$ cat config.mk
export PLATFORM = sky130hd
export DESIGN_NAME = trade_price_window_min_max_flat
export DESIGN_NICKNAME = d
export VERILOG_FILES = /design/src/hw/rtl/tpw_pkg.sv /design/src/hw/rtl/tpw_if.sv /design/src/hw/rtl/tpw_window_ram.sv /design/src/hw/rtl/tpw_min_max_unit.sv /design/src/hw/rtl/trade_price_window_min_max.sv /design/src/flat_wrapper.sv
export SDC_FILE = /design/constraint.sdc
export NUM_CORES = 2
export LEC_CHECK = 0
export BUFFER_PORTS_ARGS = -buffer_cell sky130_fd_sc_hd__buf_4
export CORE_ASPECT_RATIO = 0.8
export CORE_MARGIN = 3
export CORE_UTILIZATION = 40
export CTS_BUF_LIST = sky130_fd_sc_hd__clkbuf_4 sky130_fd_sc_hd__clkbuf_8 sky130_fd_sc_hd__clkbuf_16
export DETAILED_ROUTE_END_ITERATION = 10
export REMOVE_ABC_BUFFERS = 1
export SLEW_MARGIN = 10
export SYNTH_ARGS = -nofsm -noshare
export SYNTH_HDL_FRONTEND = slang
export SYNTH_SLANG_ARGS = --single-unit
$ cat constraint.sdc
create_clock -name clk -period 6.3 [get_ports clk]
set_clock_uncertainty 0.05 [all_clocks]
set_input_delay 0.945 -clock clk [delete_from_list [all_inputs] [get_ports clk]]
set_output_delay 0.945 -clock clk [all_outputs]
set_load 0.005 [all_outputs]
$ cat src/hw/rtl/tpw_pkg.sv
package tpw_pkg;

    // Ring depth per side and derived widths.
    localparam int WINDOW_MAX = 64;
    localparam int IDX_W      = $clog2(WINDOW_MAX);
    localparam int LEN_W      = $clog2(WINDOW_MAX + 1);
    localparam int ADDR_W     = IDX_W + 1;
    localparam int DEPTH      = 2 * WINDOW_MAX;

    localparam int PRICE_W = 31;
    localparam int CFG_W   = 7;

    localparam logic [CFG_W-1:0]   CFG_RESET = CFG_W'(64);
    localparam logic [PRICE_W-1:0] EMPTY_MIN = {PRICE_W{1'b1}};

    localparam logic SIDE_BUY  = 1'b0;
    localparam logic SIDE_SELL = 1'b1;

    typedef struct packed {
        logic                  wr_en;
        logic [ADDR_W-1:0]     wr_addr;
        logic [PRICE_W-1:0]    wr_data;
        logic                  rd_en;
        logic [ADDR_W-1:0]     rd_addr;
    } ram_req_t;

    typedef struct packed {
        logic clear;
        logic enable;
    } scan_ctrl_t;

endpackage

$ cat src/hw/rtl/tpw_if.sv
interface trade_if
    import tpw_pkg::*;
();
    logic               valid;
    logic               ready;
    logic               trade_side;
    logic [PRICE_W-1:0] trade_price;

    modport source (output valid, output trade_side, output trade_price, input ready);
    modport sink   (input valid, input trade_side, input trade_price, output ready);
endinterface

interface result_if
    import tpw_pkg::*;
();
    logic               valid;
    logic               ready;
    logic               result_side;
    logic               accepted;
    logic               window_empty;
    logic [PRICE_W-1:0] min_price;
    logic [PRICE_W-1:0] max_price;

    modport source (
        output valid, output result_side, output accepted, output window_empty,
        output min_price, output max_price, input ready
    );
    modport sink (
        input valid, input result_side, input accepted, input window_empty,
        input min_price, input max_price, output ready
    );
endinterface

$ cat src/hw/rtl/tpw_window_ram.sv
module tpw_window_ram
    import tpw_pkg::*;
(
    input  logic               clk,
    input  logic               rst_n,
    input  ram_req_t           req,
    output logic [PRICE_W-1:0] rd_data
);

    // Both sides share one memory; the top address bit selects the side.
    // Entries never written read as zero through the valid bits.
    logic [PRICE_W-1:0] mem [DEPTH];
    logic [DEPTH-1:0]   valid_reg;
    logic [PRICE_W-1:0] data_reg;
    logic               hit_reg;

    always_ff @(posedge clk or negedge rst_n)
    begin
        if (!rst_n)
        begin
            valid_reg <= '0;
            hit_reg   <= 1'b0;
        end
        else
        begin
            if (req.wr_en)
            begin
                valid_reg[req.wr_addr] <= 1'b1;
            end
            if (req.rd_en)
            begin
                hit_reg <= valid_reg[req.rd_addr];
            end
        end
    end

    always_ff @(posedge clk)
    begin
        if (req.wr_en)
        begin
            mem[req.wr_addr] <= req.wr_data;
        end
        if (req.rd_en)
        begin
            data_reg <= mem[req.rd_addr];
        end
    end

    assign rd_data = hit_reg ? data_reg : '0;

endmodule

$ cat src/hw/rtl/tpw_min_max_unit.sv
module tpw_min_max_unit
    import tpw_pkg::*;
(
    input  logic               clk,
    input  logic               rst_n,
    input  scan_ctrl_t         ctrl,
    input  logic [PRICE_W-1:0] value,
    output logic [PRICE_W-1:0] min_price,
    output logic [PRICE_W-1:0] max_price
);

    logic [PRICE_W-1:0] min_reg;
    logic [PRICE_W-1:0] max_reg;
    logic [PRICE_W-1:0] min_next;
    logic [PRICE_W-1:0] max_next;

    // Zero entries hold no price and are skipped.
    always_comb
    begin
        min_next = min_reg;
        max_next = max_reg;
        if (ctrl.clear)
        begin
            min_next = EMPTY_MIN;
            max_next = '0;
        end
        else if (ctrl.enable && (value != '0))
        begin
            if (value < min_reg)
            begin
                min_next = value;
            end
            if (value > max_reg)
            begin
                max_next = value;
            end
        end
    end

    always_ff @(posedge clk or negedge rst_n)
    begin
        if (!rst_n)
        begin
            min_reg <= EMPTY_MIN;
            max_reg <= '0;
        end
        else
        begin
            min_reg <= min_next;
            max_reg <= max_next;
        end
    end

    assign min_price = min_reg;
    assign max_price = max_reg;

endmodule

$ cat src/hw/rtl/trade_price_window_min_max.sv
// Trade price window minimum and maximum.
// Trade transactions enter on the trade channel (valid/ready, side and price) and
// one result transaction leaves on the result channel for every trade: the side,
// an accepted flag, an empty flag and that side's window minimum and maximum.
// The window length register must be written through cfg_we/cfg_wdata only while
// idle, by the user; the block itself does not enforce this. A trade repeating
// the side's last accepted price goes from acceptance straight to the done state,
// with no write and no scan. Any other trade is written to the shared window
// memory and the side's window is then read back one entry per cycle through a
// single compare unit over the memory's single read port, passing through the
// write, scan, drain and done states. One trade is in flight at a time;
// trade.ready is high only while the sequencer idles.
// Reset clears all window entries through per-entry valid bits, so no clearing
// pass is needed, and sets the length to 64. The result is held in an output
// register; if the receiver stalls, a finished trade waits until that register
// is free, and the trade channel stays closed meanwhile.
module trade_price_window_min_max
    import tpw_pkg::*;
(
    input  logic             clk,
    input  logic             rst_n,
    input  logic             cfg_we,
    input  logic [CFG_W-1:0] cfg_wdata,
    trade_if.sink            trade,
    result_if.source         result
);

    localparam logic [2:0] ST_IDLE  = 3'd0;
    localparam logic [2:0] ST_WRITE = 3'd1;
    localparam logic [2:0] ST_SCAN  = 3'd2;
    localparam logic [2:0] ST_DRAIN = 3'd3;
    localparam logic [2:0] ST_DONE  = 3'd4;

    logic [2:0]         state_reg;
    logic [2:0]         state_next;
    logic [CFG_W-1:0]   cfg_len_reg;

    // Per-side bookkeeping, indexed by side.
    logic [PRICE_W-1:0] last_reg [2];
    logic [IDX_W-1:0]   slot_reg [2];
    logic [PRICE_W-1:0] min_reg  [2];
    logic [PRICE_W-1:0] max_reg  [2];

    // The trade in flight.
    logic               side_reg;
    logic [PRICE_W-1:0] price_reg;
    logic               acc_reg;
    logic [IDX_W-1:0]   scan_idx_reg;
    logic               rd_pend_reg;

    // Output register.
    logic               out_valid_reg;
    logic               out_side_reg;
    logic               out_acc_reg;
    logic [PRICE_W-1:0] out_min_reg;
    logic [PRICE_W-1:0] out_max_reg;

    logic [LEN_W-1:0]   len_eff;
    logic [IDX_W-1:0]   slot_eff;
    logic [IDX_W-1:0]   slot_after;
    logic               scan_last;
    logic               take;
    logic               out_free;
    logic               trade_differs;

    ram_req_t           ram_req;
    scan_ctrl_t         scan_ctrl;
    logic [PRICE_W-1:0] rd_data;
    logic [PRICE_W-1:0] unit_min;
    logic [PRICE_W-1:0] unit_max;
    logic [PRICE_W-1:0] rep_min;
    logic [PRICE_W-1:0] rep_max;

    // A length of zero acts as one, and one above the depth acts as the depth.
    always_comb
    begin
        priority if (cfg_len_reg == '0)
        begin
            len_eff = LEN_W'(1);
        end
        else if (32'(cfg_len_reg) > 32'(WINDOW_MAX))
        begin
            len_eff = LEN_W'(WINDOW_MAX);
        end
        else
        begin
            len_eff = LEN_W'(cfg_len_reg);
        end
    end

    // A slot left beyond a shrunken window restarts at entry zero.
    always_comb
    begin
        slot_eff = (LEN_W'(slot_reg[side_reg]) >= len_eff) ? '0 : slot_reg[side_reg];
        slot_after = ((LEN_W'(slot_eff) + LEN_W'(1)) >= len_eff) ? '0 : slot_eff + IDX_W'(1);
    end

    assign scan_last     = (LEN_W'(scan_idx_reg) == (len_eff - LEN_W'(1)));
    assign take          = trade.valid && trade.ready;
    assign out_free      = !out_valid_reg || result.ready;
    assign trade_differs = (trade.trade_price != last_reg[trade.trade_side]);
    assign trade.ready   = (state_reg == ST_IDLE);

    always_comb
    begin
        ram_req.wr_en   = (state_reg == ST_WRITE);
        ram_req.wr_addr = {side_reg, slot_eff};
        ram_req.wr_data = price_reg;
        ram_req.rd_en   = (state_reg == ST_SCAN);
        ram_req.rd_addr = {side_reg, scan_idx_reg};
        scan_ctrl.clear  = (state_reg == ST_WRITE);
        scan_ctrl.enable = rd_pend_reg;
    end

    tpw_window_ram u_ram (
        .clk     (clk),
        .rst_n   (rst_n),
        .req     (ram_req),
        .rd_data (rd_data)
    );

    tpw_min_max_unit u_unit (
        .clk       (clk),
        .rst_n     (rst_n),
        .ctrl      (scan_ctrl),
        .value     (rd_data),
        .min_price (unit_min),
        .max_price (unit_max)
    );

    // A rejected trade reports the stored figures of its side.
    assign rep_min = acc_reg ? unit_min : min_reg[side_reg];
    assign rep_max = acc_reg ? unit_max : max_reg[side_reg];

    always_comb
    begin
        state_next = state_reg;
        unique case (state_reg)
            ST_IDLE:
            begin
                if (take)
                begin
                    state_next = trade_differs ? ST_WRITE : ST_DONE;
                end
            end
            ST_WRITE:
            begin
                state_next = ST_SCAN;
            end
            ST_SCAN:
            begin
                if (scan_last)
                begin
                    state_next = ST_DRAIN;
                end
            end
            ST_DRAIN:
            begin
                state_next = ST_DONE;
            end
            ST_DONE:
            begin
                if (out_free)
                begin
                    state_next = ST_IDLE;
                end
            end
            default:
            begin
                state_next = ST_IDLE;
            end
        endcase
    end

    always_ff @(posedge clk or negedge rst_n)
    begin
        if (!rst_n)
        begin
            state_reg     <= ST_IDLE;
            cfg_len_reg   <= CFG_RESET;
            out_valid_reg <= 1'b0;
            rd_pend_reg   <= 1'b0;
            scan_idx_reg  <= '0;
            acc_reg       <= 1'b0;
            for (int s = 0; s < 2; s++)
            begin
                last_reg[s] <= '0;
                slot_reg[s] <= '0;
                min_reg[s]  <= EMPTY_MIN;
                max_reg[s]  <= '0;
            end
        end
        else
        begin
            state_reg   <= state_next;
            rd_pend_reg <= ram_req.rd_en;

            if (cfg_we)
            begin
                cfg_len_reg <= cfg_wdata;
            end

            if (take)
            begin
                acc_reg <= trade_differs;
            end

            if (state_reg == ST_WRITE)
            begin
                last_reg[side_reg] <= price_reg;
                slot_reg[side_reg] <= slot_after;
                scan_idx_reg       <= '0;
            end
            else if (state_reg == ST_SCAN)
            begin
                scan_idx_reg <= scan_idx_reg + IDX_W'(1);
            end

            if ((state_reg == ST_DONE) && acc_reg)
            begin
                min_reg[side_reg] <= unit_min;
                max_reg[side_reg] <= unit_max;
            end

            // The result stays until the receiver takes it.
            if ((state_reg == ST_DONE) && out_free)
            begin
                out_valid_reg <= 1'b1;
            end
            else if (result.ready)
            begin
                out_valid_reg <= 1'b0;
            end
        end
    end

    always_ff @(posedge clk)
    begin
        if (take)
        begin
            side_reg  <= trade.trade_side;
            price_reg <= trade.trade_price;
        end
        if ((state_reg == ST_DONE) && out_free)
        begin
            out_side_reg <= side_reg;
            out_acc_reg  <= acc_reg;
            out_min_reg  <= rep_min;
            out_max_reg  <= rep_max;
        end
    end

    assign result.valid        = out_valid_reg;
    assign result.result_side  = out_side_reg;
    assign result.accepted     = out_acc_reg;
    assign result.window_empty = (out_max_reg == '0);
    assign result.min_price    = out_min_reg;
    assign result.max_price    = out_max_reg;

endmodule
$ cat src/flat_wrapper.sv
// flat-port wrapper written by rule: the top's interface ports become plain ports
module trade_price_window_min_max_flat import tpw_pkg::*;
  (clk, rst_n, cfg_we, cfg_wdata, trade_valid, trade_trade_side, trade_trade_price, trade_ready, result_valid, result_result_side, result_accepted, result_window_empty, result_min_price, result_max_price, result_ready);
  trade_if trade_i ();
  result_if result_i ();
  input  logic clk;
  input  logic rst_n;
  input  logic cfg_we;
  input  logic [CFG_W-1:0] cfg_wdata;
  input wire logic [$bits(trade_i.valid)-1:0] trade_valid;
  input wire logic [$bits(trade_i.trade_side)-1:0] trade_trade_side;
  input wire logic [$bits(trade_i.trade_price)-1:0] trade_trade_price;
  output wire logic [$bits(trade_i.ready)-1:0] trade_ready;
  output wire logic [$bits(result_i.valid)-1:0] result_valid;
  output wire logic [$bits(result_i.result_side)-1:0] result_result_side;
  output wire logic [$bits(result_i.accepted)-1:0] result_accepted;
  output wire logic [$bits(result_i.window_empty)-1:0] result_window_empty;
  output wire logic [$bits(result_i.min_price)-1:0] result_min_price;
  output wire logic [$bits(result_i.max_price)-1:0] result_max_price;
  input wire logic [$bits(result_i.ready)-1:0] result_ready;
  assign trade_i.valid = trade_valid;
  assign trade_i.trade_side = trade_trade_side;
  assign trade_i.trade_price = trade_trade_price;
  assign trade_ready = trade_i.ready;
  assign result_valid = result_i.valid;
  assign result_result_side = result_i.result_side;
  assign result_accepted = result_i.accepted;
  assign result_window_empty = result_i.window_empty;
  assign result_min_price = result_i.min_price;
  assign result_max_price = result_i.max_price;
  assign result_i.ready = result_ready;
  trade_price_window_min_max u_core (.clk(clk), .rst_n(rst_n), .cfg_we(cfg_we), .cfg_wdata(cfg_wdata), .trade(trade_i), .result(result_i));
endmodule
==> results.txt <==
----------------------------------------------------
[Outcome]
  Outcome ... finished clean

[Placement]
  Placer's final routability congestion estimate ... 0.863
  Port Buffer Count ... 110
  Placed Instances ... 13821
  Final HPWL from detailed placement ... 281000 um

[Worst setup path]
  Most used cell along the critical path ... sky130_fd_sc_hd__buf_4
  End of the worst register-to-register path ... u_core.u_ram.mem[57][14]
  Slowest-stage cell, CP ... sky130_fd_sc_hd__edfxtp_1
  Crit path buf inv count ... 4
  CP Launch Type ... register
  CP delay by family, top ... simple AND/OR/NAND/NOR gates
  Startpoint of the most critical setup path ... u_core.side_reg
  Crit-path max FO ... 17
  Origin of the critical flop-to-flop path ... u_core.side_reg
  Number of cell instances on the worst register-to-register path ... 12
  Critical Path RT ... 6.88 ns
  Crit. End Element ... register
  Flop2flop setup slack ... 0.82 ns
  Type of the worst setup path ... reg2reg
  Arrival @ worst endpoint ... 6.06 ns
  Critical path cell sequence ... buf_4, nor2b_1, a21oi_1, inv_1, ha_1, and3_1, a21oi_1, or2_2, nand4_1, buf_4, nor2_4, buf_4
  Delay contributed by the slowest stage of the critical path ... 0.74 ns
  Number of cells on the critical path ... 12

[Floorplan]
  Die area ... 448000 um2
  Top Ports ... 111
  Core Area ... 438000 um2
  DIE HEIGHT ... 600 um
  Initial core utilization ... 40.2%
  Width of the die ... 748 um
  Rows ... 217

[Global route]
  Antenna violations before repair ... 35
  Overflow left after global routing ... 0
  Largest net degree at the start of global routing ... 163
  Number of global-route vias before repair ... 85010
  Global-route wire length before repair ... 657000 um
  GRT Total Usage ... 20.4%

[Detailed routing]
  Number of DRC markers in iteration 0 ... 11727
  Residual DRC count ... 0
  Final wirelength ... 463000 um
  Average detailed-routed wire length per instance ... 31.7 um
  Average vias per placed instance ... 5.86
  Count of TritonRoute iterations in the first routing pass ... 5
  Vias after detailed routing ... 85665
  Antenna Violating Nets Remaining ... 0

[Logic synthesis]
  Yosys warnings ... 0
  Main flop type after synthesis ... sky130_fd_sc_hd__edfxtp_1
  Number of synthesized flops with an enable pin ... 4095
  Async SR Flop Fraction ... 9.06%
  Sequential area share after synthesis ... 75.7%
  Mapped Avg Cell Area ... 21.9 um2
  Number of standard cells after synthesis ... 8038
  Post-synthesis instance area ... 176000 um2
  Number of flip-flops and latches in the synthesized netlist ... 4503
  Synth cell types ... 64

[Job]
  Number of maximum-capacitance violations ... 0

[STA]
  Crit share post-route ... 87.0%
  Final-report hold violation count ... 0
  Shortest period the worst path allows ... 5.48 ns
  Hold_ws ... 0.152 ns
  Unrepaired setup endpoints after global routing ... false
  Pin slew with the least headroom to its limit ... 1.22 ns
  Maximum operating frequency ... 0.182 GHz
  Accumulated negative setup slack ... 0 ns
  Count of endpoints failing setup in the final report ... 0
  Final number of max-transition violations ... 0
  Max-slew headroom at the worst pin ... 18.8%

[Final layout]
  Filler cell count ... 36073
  Flip-flop count of the largest register after layout ... 3968
  Layout-stage area growth over the synthesis result ... 13.8%
  Net count of the finished layout ... 8565
  Finished Layout Cells ... 14615
  Share of layout cells above drive strength 1 ... 32.9%

[Clock tree]
  H-tree depth ... 5
  CTS tree ... built
  TritonCTS buffer count ... 423
  Clock slew seen by the registers of the worst setup and hold paths ... 0.07 ns
  Skew-Pair Late Insertion Delay ... 0.95 ns
  Clock Sink Count ... 4503
  Clock Tree Root ... sky130_fd_sc_hd__clkbuf_16
  Number of buffers on the longest clock path ... 4

[Hold path]
  Hold-critical path endpoint ... u_core.price_reg[22]
  Number of cells on the worst hold path ... 1
  Hold Path Origin ... trade_trade_price[22]
  Min-Delay Path Class ... in2reg

[Power]
  Power density over the cells ... 419 nW/um2
  Leak pwr ... 64.4 nW
  Maximum ir drop on the vdd rail ... 0.000334 V

----------------------------------------------------
[layout make-up]
cell class / instances / area, um2 / area share, %
antenna: 17 / 42.5 / 0.0212
clock buffer: 552 / 11800 / 5.88
multi-input combinational: 2953 / 41500 / 20.7
tap: 5803 / 7260 / 3.62
sequential: 4503 / 133000 / 66.5
inverter: 109 / 414 / 0.207
timing repair buffer: 456 / 4050 / 2.02
clock inverter: 222 / 2030 / 1.01
[cell usage in the layout, fill, tap and decap left out, types with 125 or more instances in the layout]
master / netlist / layout
sky130_fd_sc_hd__edfxtp_1: 4095 / 4095
sky130_fd_sc_hd__mux4_2: 1272 / 1272
sky130_fd_sc_hd__clkbuf_16: 0 / 429
sky130_fd_sc_hd__buf_4: 10 / 405
sky130_fd_sc_hd__dfrtp_1: 314 / 308
sky130_fd_sc_hd__nand2_1: 235 / 233
sky130_fd_sc_hd__mux2_2: 194 / 194
sky130_fd_sc_hd__o21ai_0: 184 / 183
sky130_fd_sc_hd__mux2i_1: 130 / 130
sky130_fd_sc_hd__nor2_4: 0 / 125
[repair_timing]
action	CTS	global route
endpoints found under the hold margin	32	0
hold buffers	1	0
resized for setup	0	0
setup buffers	0	0
[routing by layer]
| layer | global-route usage [%] | part of all wire (%) | vias to the layer above |
|---|---|---|---|
| met2 | 29.6 | 44 | 3920 |
| li1 | - | - | 34551 |
| met5 | 0 | 0.0099 | - |
| met4 | 4.57 | 2.3 | 8 |
| met1 | 31.5 | 44 | 46641 |
| met3 | 4.46 | 9.6 | 545 |
[cells in the mapped netlist (51+ instances only)]
cell,instances,share of area (%)
sky130_fd_sc_hd__clkbuf_1,266,0.57
sky130_fd_sc_hd__nor2_1,154,0.33
sky130_fd_sc_hd__edfxtp_1,4095,70
sky130_fd_sc_hd__buf_2,142,0.40
sky130_fd_sc_hd__ha_1,75,0.53
sky130_fd_sc_hd__mux2_2,194,1.2
sky130_fd_sc_hd__nand2_1,235,0.50
sky130_fd_sc_hd__inv_1,106,0.23
sky130_fd_sc_hd__o21bai_1,113,0.48
sky130_fd_sc_hd__o21ai_0,184,0.52
sky130_fd_sc_hd__a211oi_1,67,0.29
sky130_fd_sc_hd__dfrtp_1,314,4.5
sky130_fd_sc_hd__buf_1,54,0.12
sky130_fd_sc_hd__mux4_2,1272,16
sky130_fd_sc_hd__dfstp_2,94,1.4
sky130_fd_sc_hd__nor3_1,51,0.14
sky130_fd_sc_hd__mux2i_1,130,0.74
[cells by family after synthesis]
logic type      share of synthesized area [%]
compound gates                           2.25
xor+xnor                                0.219
fa+ha+maj                               0.533
buf+inv                                  1.36
flops                                    75.7
mux                                      18.2
simple gates                             1.72
[per-stage QoR]
stage / util, % / setup WS [ns] / area (um2) / power, mW
after global placement: 42.6 / 0.890 / 186000 / 58.9
after detailed placement: 42.6 / 0.867 / 186000 / 59.1
after CTS: 45.8 / 0.848 / 200000 / 84.6
after global routing: 45.8 / 0.486 / 200000 / 87.1
final: 45.8 / 0.818 / 200000 / 84.1
after floorplan: - / -34.78 / 174000 / 49.4
[power by group]
group / switching [mW] / internal, mW / leakage, nW
Combinational: 12.8 / 9.18 / 15.6
Clock: 11.0 / 14.5 / 6.95
Sequential: 1.22 / 35.3 / 41.8
[worst max-delay path by stage]
| stage | to |
|---|---|
| after floorplan | u_core.u_ram.hit_reg |
| after global placement | u_core.slot_reg[2] |
| after detailed placement | u_core.u_ram.mem[57][22] |
| after CTS | u_core.u_ram.mem[57][14] |
| after global routing | u_core.slot_reg[4] |
| final | u_core.u_ram.mem[57][14] |
Note: power is estimated with default switching activity, not from simulation.
